$ cat config.mk
export PLATFORM = sky130hd
export DESIGN_NAME = lpog_ctrl
export DESIGN_NICKNAME = d
export VERILOG_FILES = /design/src/rtl/core/lpog_pkg.sv /design/src/rtl/core/lpog_ctrl.sv
export SDC_FILE = /design/constraint.sdc
export NUM_CORES = 1
export LEC_CHECK = 0
export BUFFER_PORTS_ARGS = -buffer_cell sky130_fd_sc_hd__buf_2
export CAP_MARGIN = 20
export CORE_AREA = 4 4 41 43
export CTS_CLUSTER_DIAMETER = 80
export CTS_CLUSTER_SIZE = 25
export DETAILED_ROUTE_END_ITERATION = 12
export DIE_AREA = 0 0 45 47
export PLACE_DENSITY = 0.55
export SLEW_MARGIN = 10
export SYNTH_ARGS = -nofsm -noshare
export SYNTH_HDL_FRONTEND = slang
export SYNTH_SLANG_ARGS = --single-unit
$ cat constraint.sdc
create_clock -name i_clk -period 1.1 [get_ports i_clk]
set_input_delay 0 -clock i_clk [delete_from_list [all_inputs] [get_ports i_clk]]
set_output_delay 0 -clock i_clk [all_outputs]
set_load 0.05 [all_outputs]
$ cat src/rtl/core/lpog_pkg.sv
// Shared constants, cell codes, command codes and control structs for the occupancy grid.
package lpog_pkg;

    // Default grid geometry
    localparam int HALF_CELLS_DEF = 55;
    localparam int CELL_MM_DEF    = 100;

    // Fixed field widths
    localparam int CMD_W   = 2;
    localparam int COORD_W = 16;
    localparam int ADDR_W  = 14;
    localparam int VALUE_W = 7;
    localparam int CODE_W  = 2;

    // Command codes
    localparam logic [CMD_W-1:0] CMD_CLEAR = 2'd0;
    localparam logic [CMD_W-1:0] CMD_GRASS = 2'd1;
    localparam logic [CMD_W-1:0] CMD_ROAD  = 2'd2;
    localparam logic [CMD_W-1:0] CMD_READ  = 2'd3;

    // Stored cell codes
    localparam logic [CODE_W-1:0] CELL_UNKNOWN = 2'd0;
    localparam logic [CODE_W-1:0] CELL_ROAD    = 2'd1;
    localparam logic [CODE_W-1:0] CELL_GRASS   = 2'd2;

    // Occupancy values seen on the result channel
    localparam logic signed [VALUE_W-1:0] VAL_UNKNOWN = -7'sd1;
    localparam logic signed [VALUE_W-1:0] VAL_ROAD    = 7'sd0;
    localparam logic signed [VALUE_W-1:0] VAL_GRASS   = 7'sd50;

    typedef logic [CMD_W-1:0]  t_cmd;
    typedef logic [CODE_W-1:0] t_code;

    // Controller to datapath
    typedef struct packed {
        logic in_rdy;      // take a transfer on the input channel
        logic sweep_step;  // write unknown at the sweep pointer and advance
        logic coord;       // register range check and scaled coordinates
        logic mul;         // multiply by the reciprocal of twice the cell pitch
        logic index;       // form the row-major cell index
        logic rd;          // read the addressed cell
        logic wb;          // update the cell and load the result register
    } t_dp_cmd;

    // Datapath to controller
    typedef struct packed {
        logic in_valid;
        logic in_clear;
        logic in_read;
        logic in_extent;   // held point lies within the grid extent
        logic sweep_last;
        logic out_free;    // result register can take a new result this cycle
    } t_dp_sts;

    function automatic logic signed [VALUE_W-1:0] code_value(input t_code code);
        logic signed [VALUE_W-1:0] v;
        case (code)
            CELL_ROAD:  v = VAL_ROAD;
            CELL_GRASS: v = VAL_GRASS;
            default:    v = VAL_UNKNOWN;
        endcase
        return v;
    endfunction

endpackage

$ cat src/rtl/core/lpog_ctrl.sv
// Sequencer for clear sweeps, point binning and cell reads.
module lpog_ctrl import lpog_pkg::*; (
    input  logic    i_clk,
    input  logic    i_rst_n,
    input  t_dp_sts i_sts,
    output t_dp_cmd o_cmd
);

    localparam logic [2:0] S_SWEEP = 3'd0;
    localparam logic [2:0] S_IDLE  = 3'd1;
    localparam logic [2:0] S_COORD = 3'd2;
    localparam logic [2:0] S_MUL   = 3'd3;
    localparam logic [2:0] S_INDEX = 3'd4;
    localparam logic [2:0] S_READ  = 3'd5;
    localparam logic [2:0] S_WB    = 3'd6;

    logic [2:0] r_state, n_state;
    logic       r_sweep_rsp, n_sweep_rsp;

    always_comb begin
        n_state     = r_state;
        n_sweep_rsp = r_sweep_rsp;
        o_cmd       = '0;
        unique case (r_state)
            S_SWEEP: begin
                o_cmd.sweep_step = 1'b1;
                if (i_sts.sweep_last) begin
                    n_state     = r_sweep_rsp ? S_WB : S_IDLE;
                    n_sweep_rsp = 1'b0;
                end
            end
            S_IDLE: begin
                o_cmd.in_rdy = 1'b1;
                if (i_sts.in_valid) begin
                    if (i_sts.in_clear) begin
                        n_state     = S_SWEEP;
                        n_sweep_rsp = 1'b1;
                    end else if (i_sts.in_read) begin
                        n_state = S_READ;
                    end else begin
                        n_state = S_COORD;
                    end
                end
            end
            S_COORD: begin
                o_cmd.coord = 1'b1;
                // drop points outside the extent straight to the result
                n_state = i_sts.in_extent ? S_MUL : S_WB;
            end
            S_MUL: begin
                o_cmd.mul = 1'b1;
                n_state   = S_INDEX;
            end
            S_INDEX: begin
                o_cmd.index = 1'b1;
                n_state     = S_READ;
            end
            S_READ: begin
                o_cmd.rd = 1'b1;
                n_state  = S_WB;
            end
            S_WB: begin
                // hold until the result register frees up
                if (i_sts.out_free) begin
                    o_cmd.wb = 1'b1;
                    n_state  = S_IDLE;
                end
            end
            default: n_state = S_IDLE;
        endcase
    end

    always_ff @(posedge i_clk) begin
        if (!i_rst_n) begin
            r_state     <= S_SWEEP;
            r_sweep_rsp <= 1'b0;
        end else begin
            r_state     <= n_state;
            r_sweep_rsp <= n_sweep_rsp;
        end
    end

endmodule

# [Word-level counts from Yosys, hierarchy flattened]
# Cells that the tools add are included.
[classes] n_shift=0 add_sub_neg=0 n_mul=0 n_div=0 n_mux=20 magnitude_cmp=0 bitwise_logic=0 reduce_logical=4 eq_ne=10
[ops] cell="$mux W3" count=7
[ops] cell="$pmux W3 S7" count=1
[ops] cell="$mux W1" count=11
[ops] cell="$eq A3 B3 Y1 const B" count=3
[ops] cell="$ne A2 B2 Y1 const B" count=4
[ops] cell="$eq A3 B2 Y1 const B" count=2
[ops] cell="$reduce_and A4 Y1" count=1
[ops] cell="$eq A3 B1 Y1 const B" count=1
[ops] cell="$logic_not A3 Y1" count=1
[ops] cell="$reduce_and A3 Y1" count=1
[ops] cell="$pmux W1 S2" count=1
[ops] cell="$reduce_bool A2 Y1" count=1
[word_totals] output_inout_bits=7 reg_bits=4 word_cells=36 latch_bits=0 in_bits=8 mem_bits_rw=0 rom_bits=0 n_memories=0

# [Logic depth before layout (Yosys ltp)]
[depth] ltp_word=4 mapped_depth=5

# [Least setup slack after synthesis]
# OpenSTA, ideal clock, no wires.
[synth_path] path_type="flip-flop to flip-flop" startpoint="register r_state[1]" endpoint="register r_state[0]" t_arrival_ns=1.530 period_less_slack_ns=1.604 slack_ns=-0.504 stages_incl_launch_ff=5 setup_time_ns=0.074 path_cell_list="dfxtp_1 > buf_2 > nor3b_2 > a21oi_1 > a31oi_1"
[synth_via] elab_chain_len=3 elab_cells_between_ends=12 classes_between="eq/ne: 9; mux: 1; reduce/logical: 2"
[synth_rtl] element="start, declared" line_no="lpog_ctrl.sv:17" source="logic [2:0] r_state, n_state;"
[synth_rtl] element="start signal, assigned" line_no="lpog_ctrl.sv:78" source="r_state <= n_state;"
[synth_rtl] element="$eq A3 B1 Y1 (tied with other cells)" line_no="lpog_ctrl.sv:24" source="unique case (r_state)"
[synth_rtl] element="$ne A2 B2 Y1 (no source line)"
[synth_rtl] element="$reduce_and A3 Y1 (no source line)"
# Several ways; a longest one is shown, not always the timed one.
# A chain may end at the register's enable or synchronous reset.

==> impl_results.md <==
- Avg Inst Size Synth: around 7.6 um^2
- Pre-CTS setup slack: -27.0 ps
- CP max stage delay: 360 ps
- Cell at the slowest stage of the critical path: dfxtp_4
- CP Cell Sequence: buf_6, and4b_1, buf_6
- Die ar.: around 2100 um^2
- Endpoint, Worst Hold: r_state[0]
- Total number of vias: between 400 and 500
- Via density: 5.07
- GPL Wtd Cong: roughly 0.88
- Non-filler cells, final: 92
- Gr ovfl total: 0
- CP Buf/Inv Count: 2
- CP Data Arrival Time: 1150 ps
- Pleak: 0.000297 uW
- CTS Buffer Depth: 2
- # nets final: 87
- CTS tree: built
- Syn Std Cell Area: 388 um^2
- Routed WL per cell: 12.3 um
- Placed cells: 85
- Main flop type after synthesis: dfxtp_1
- Cells after Synth: 51
- Yosys reg bits: 4
- Die width: approximately 45 um
- CTS buffer count: 3
- Final critical-path required period: roughly 1200 ps
- Power Dens Cells: 1150 nW/um^2
- Family with the most delay on the worst path: flip-flops
- Row count: 13
- Post-synth EDFFs: 0
- CP Launch Type: flip-flop
- Max FO, Critical Path: 8
- Hold Path Stages: 3
- Req. time, crit path: 1100 ps
- Measured slew at the worst slew-check pin: around 220 ps
- # fillers: 135
- H-tree depth: 1
- Antenna cells: 0
- Vias in the first global route: 426
- PnR Total Power: 776 uW
- Max-capacitance violation count: 0
- Synth async-reset ratio: 0%
- Final Hold Vio Count: 0
- Max-slew violations: 0
- Skew final: roughly 2.5 ps
- Drt first-iter violations: 4
- Maximum vdd ir drop: a little under 0.8 mV
- R2r setup slk: -50 ps
- DRC: 0
- Max frequency: 866 MHz
- Count of different cell masters after synthesis: 26
- Die Span Y: approximately 47 um
- Status: finished with violations
- IO Port Bufs: 14
- Failing checks: negative setup slack
- CTS Root Cell: clkbuf_4
- Crit. End Element: output pin
- Starting Density: 29.8%
- Largest net degree at the start of global routing: 9
- Register area share after synthesis: 20.6%
- Most Frequent Cell on Critical Path: buf_6
- WL final: 1140 um
- RR Endpoint: r_state[1]
- Critical path class: reg2out
- Core ar.: 1300 um^2
- Later-pin clock latency in the skew report: 240 ps
- Final setup margin: -54.7 ps
- # setup viols final: 7
- CTS sink count: 4
- Max_slew headroom: 85.1%
- Synth-to-Final Area Change: 73.5%
- FF-to-FF path depth: 4
- Boundary pin count: 15
- Pre-antenna DRT Iters: 4
- Antenna viol nets, final: 0
- First-pass GRT wire length: 1770 um
- HPWL after DPL: 790 um
- Final Cycle Share: 105%
- Syn nets: 59
- Worst hold path type: in2reg
- Post-CTS Hold Fix Bufs: 0
- GRT Total Usage: 11.8%
- Min-delay src: i_rst_n
- Antenna violations before repair: 0
- Ys Warns: 0
- Clock transition at the registers of the reported paths: 40 ps
- Share of layout cells above drive strength 1: 58.4%
- RSZ-0062 raised after global routing: true
- R2r startpoint: r_state[2]
## where the power goes
group | internal, uW | total [uW] | switching (uW) | leakage (uW)
Combinational | 197 | 403 | 206 | 0.000248
Clock | 123 | 192 | 69.6 | 0.0000138
Sequential | 160 | 181 | 20.6 | 0.0000345
Total | 480 | 776 | 296 | 0.000297
## worst min-delay path, stage by stage
cell     delay, ps
buf_2          130
o21ai_2         50
a31oi_1         40
## registers in the layout, summed over array words and instances (netlist names)
register / count
r_state: 3
r_sweep_rsp: 1
## layer usage
metal / GRT usage, % / share of wire, % / up-vias / routed length (um)
met5: 0 / 0 / - / 0
li1: - / - / 238 / -
met4: 7.02 / 2.0 / 0 / 23
met1: 14.1 / 43 / 214 / 488
met2: 19.2 / 50 / 12 / 565
met3: 2.68 / 5.1 / 2 / 58
## logic make-up (layout without fill, tap and decap cells)
logic type             count (synthesis)  in the layout  share of synthesized area (%)
flip-flops                             4              4                           20.6
buffers and inverters                  5             31                           8.39
AO/OA/AOI/OAI                         17             17                           32.6
AND/OR/NAND/NOR                       25             25                           38.4
## synth_stat cells (2+ instances only)
master | number | area [um^2]
nand3b_1 | 2 | 15.0
a21oi_1 | 2 | 10.0
nor2b_1 | 2 | 12.5
o21a_1 | 2 | 15.0
nand2_1 | 6 | 22.5
buf_2 | 2 | 10.0
nor2_1 | 6 | 22.5
and2_1 | 3 | 18.8
o21ai_1 | 3 | 15.0
o21ai_0 | 4 | 20.0
dfxtp_1 | 4 | 80.1
## layout make-up
cell class	count	area (um^2)	share of cell area (%)
clock buffer	3	22.5	3.35
inverter	1	3.75	0.558
multi-input combinational	42	305	45.4
sequential	4	88.8	13.2
tap	15	18.8	2.79
timing repair buffer	27	234	34.8
## repair_timing
action                                 in CTS  in global routing
pin swaps                                   1                  3
resized for setup                          24                  8
endpoints found under the hold margin       0                  0
setup endpoints to repair                  10                 10
setup buffers                               3                  1
## worst max path at each step
stage,from,to,slack [ps],cells past startpoint
after floorplan,r_state[0],r_state[0],-240,4
after global placement,r_state[1],r_state[0],-10,5
after detailed placement,r_state[1],r_state[0],-30,5
after CTS,r_state[0],o_cmd[0],-70,3
after global routing,r_state[0],r_state[2],-110,5
final,r_state[0],o_cmd[0],-50,3
## through the flow
step	utilization, %	setup TNS (ps)	instance area [um^2]	hold slack (ps)
3_5_place_dp	40.6	-52.9	528	275
6_report	51.7	-238	673	26.0
4_1_cts	49.8	-255	648	21.8
2_1_floorplan	-	-375	407	108
3_3_place_gp	40.6	-24.0	528	275
5_1_grt	51.7	-795	673	28.7
## cell usage in the layout, fill, tap and decap left out, types with 3 or more instances in the layout
cell,n
nand2_1,6
buf_4,9
buf_6,9
nor2_1,3
clkbuf_4,3
o21ai_1,4
buf_2,7
(Power assumes the default switching activity.)
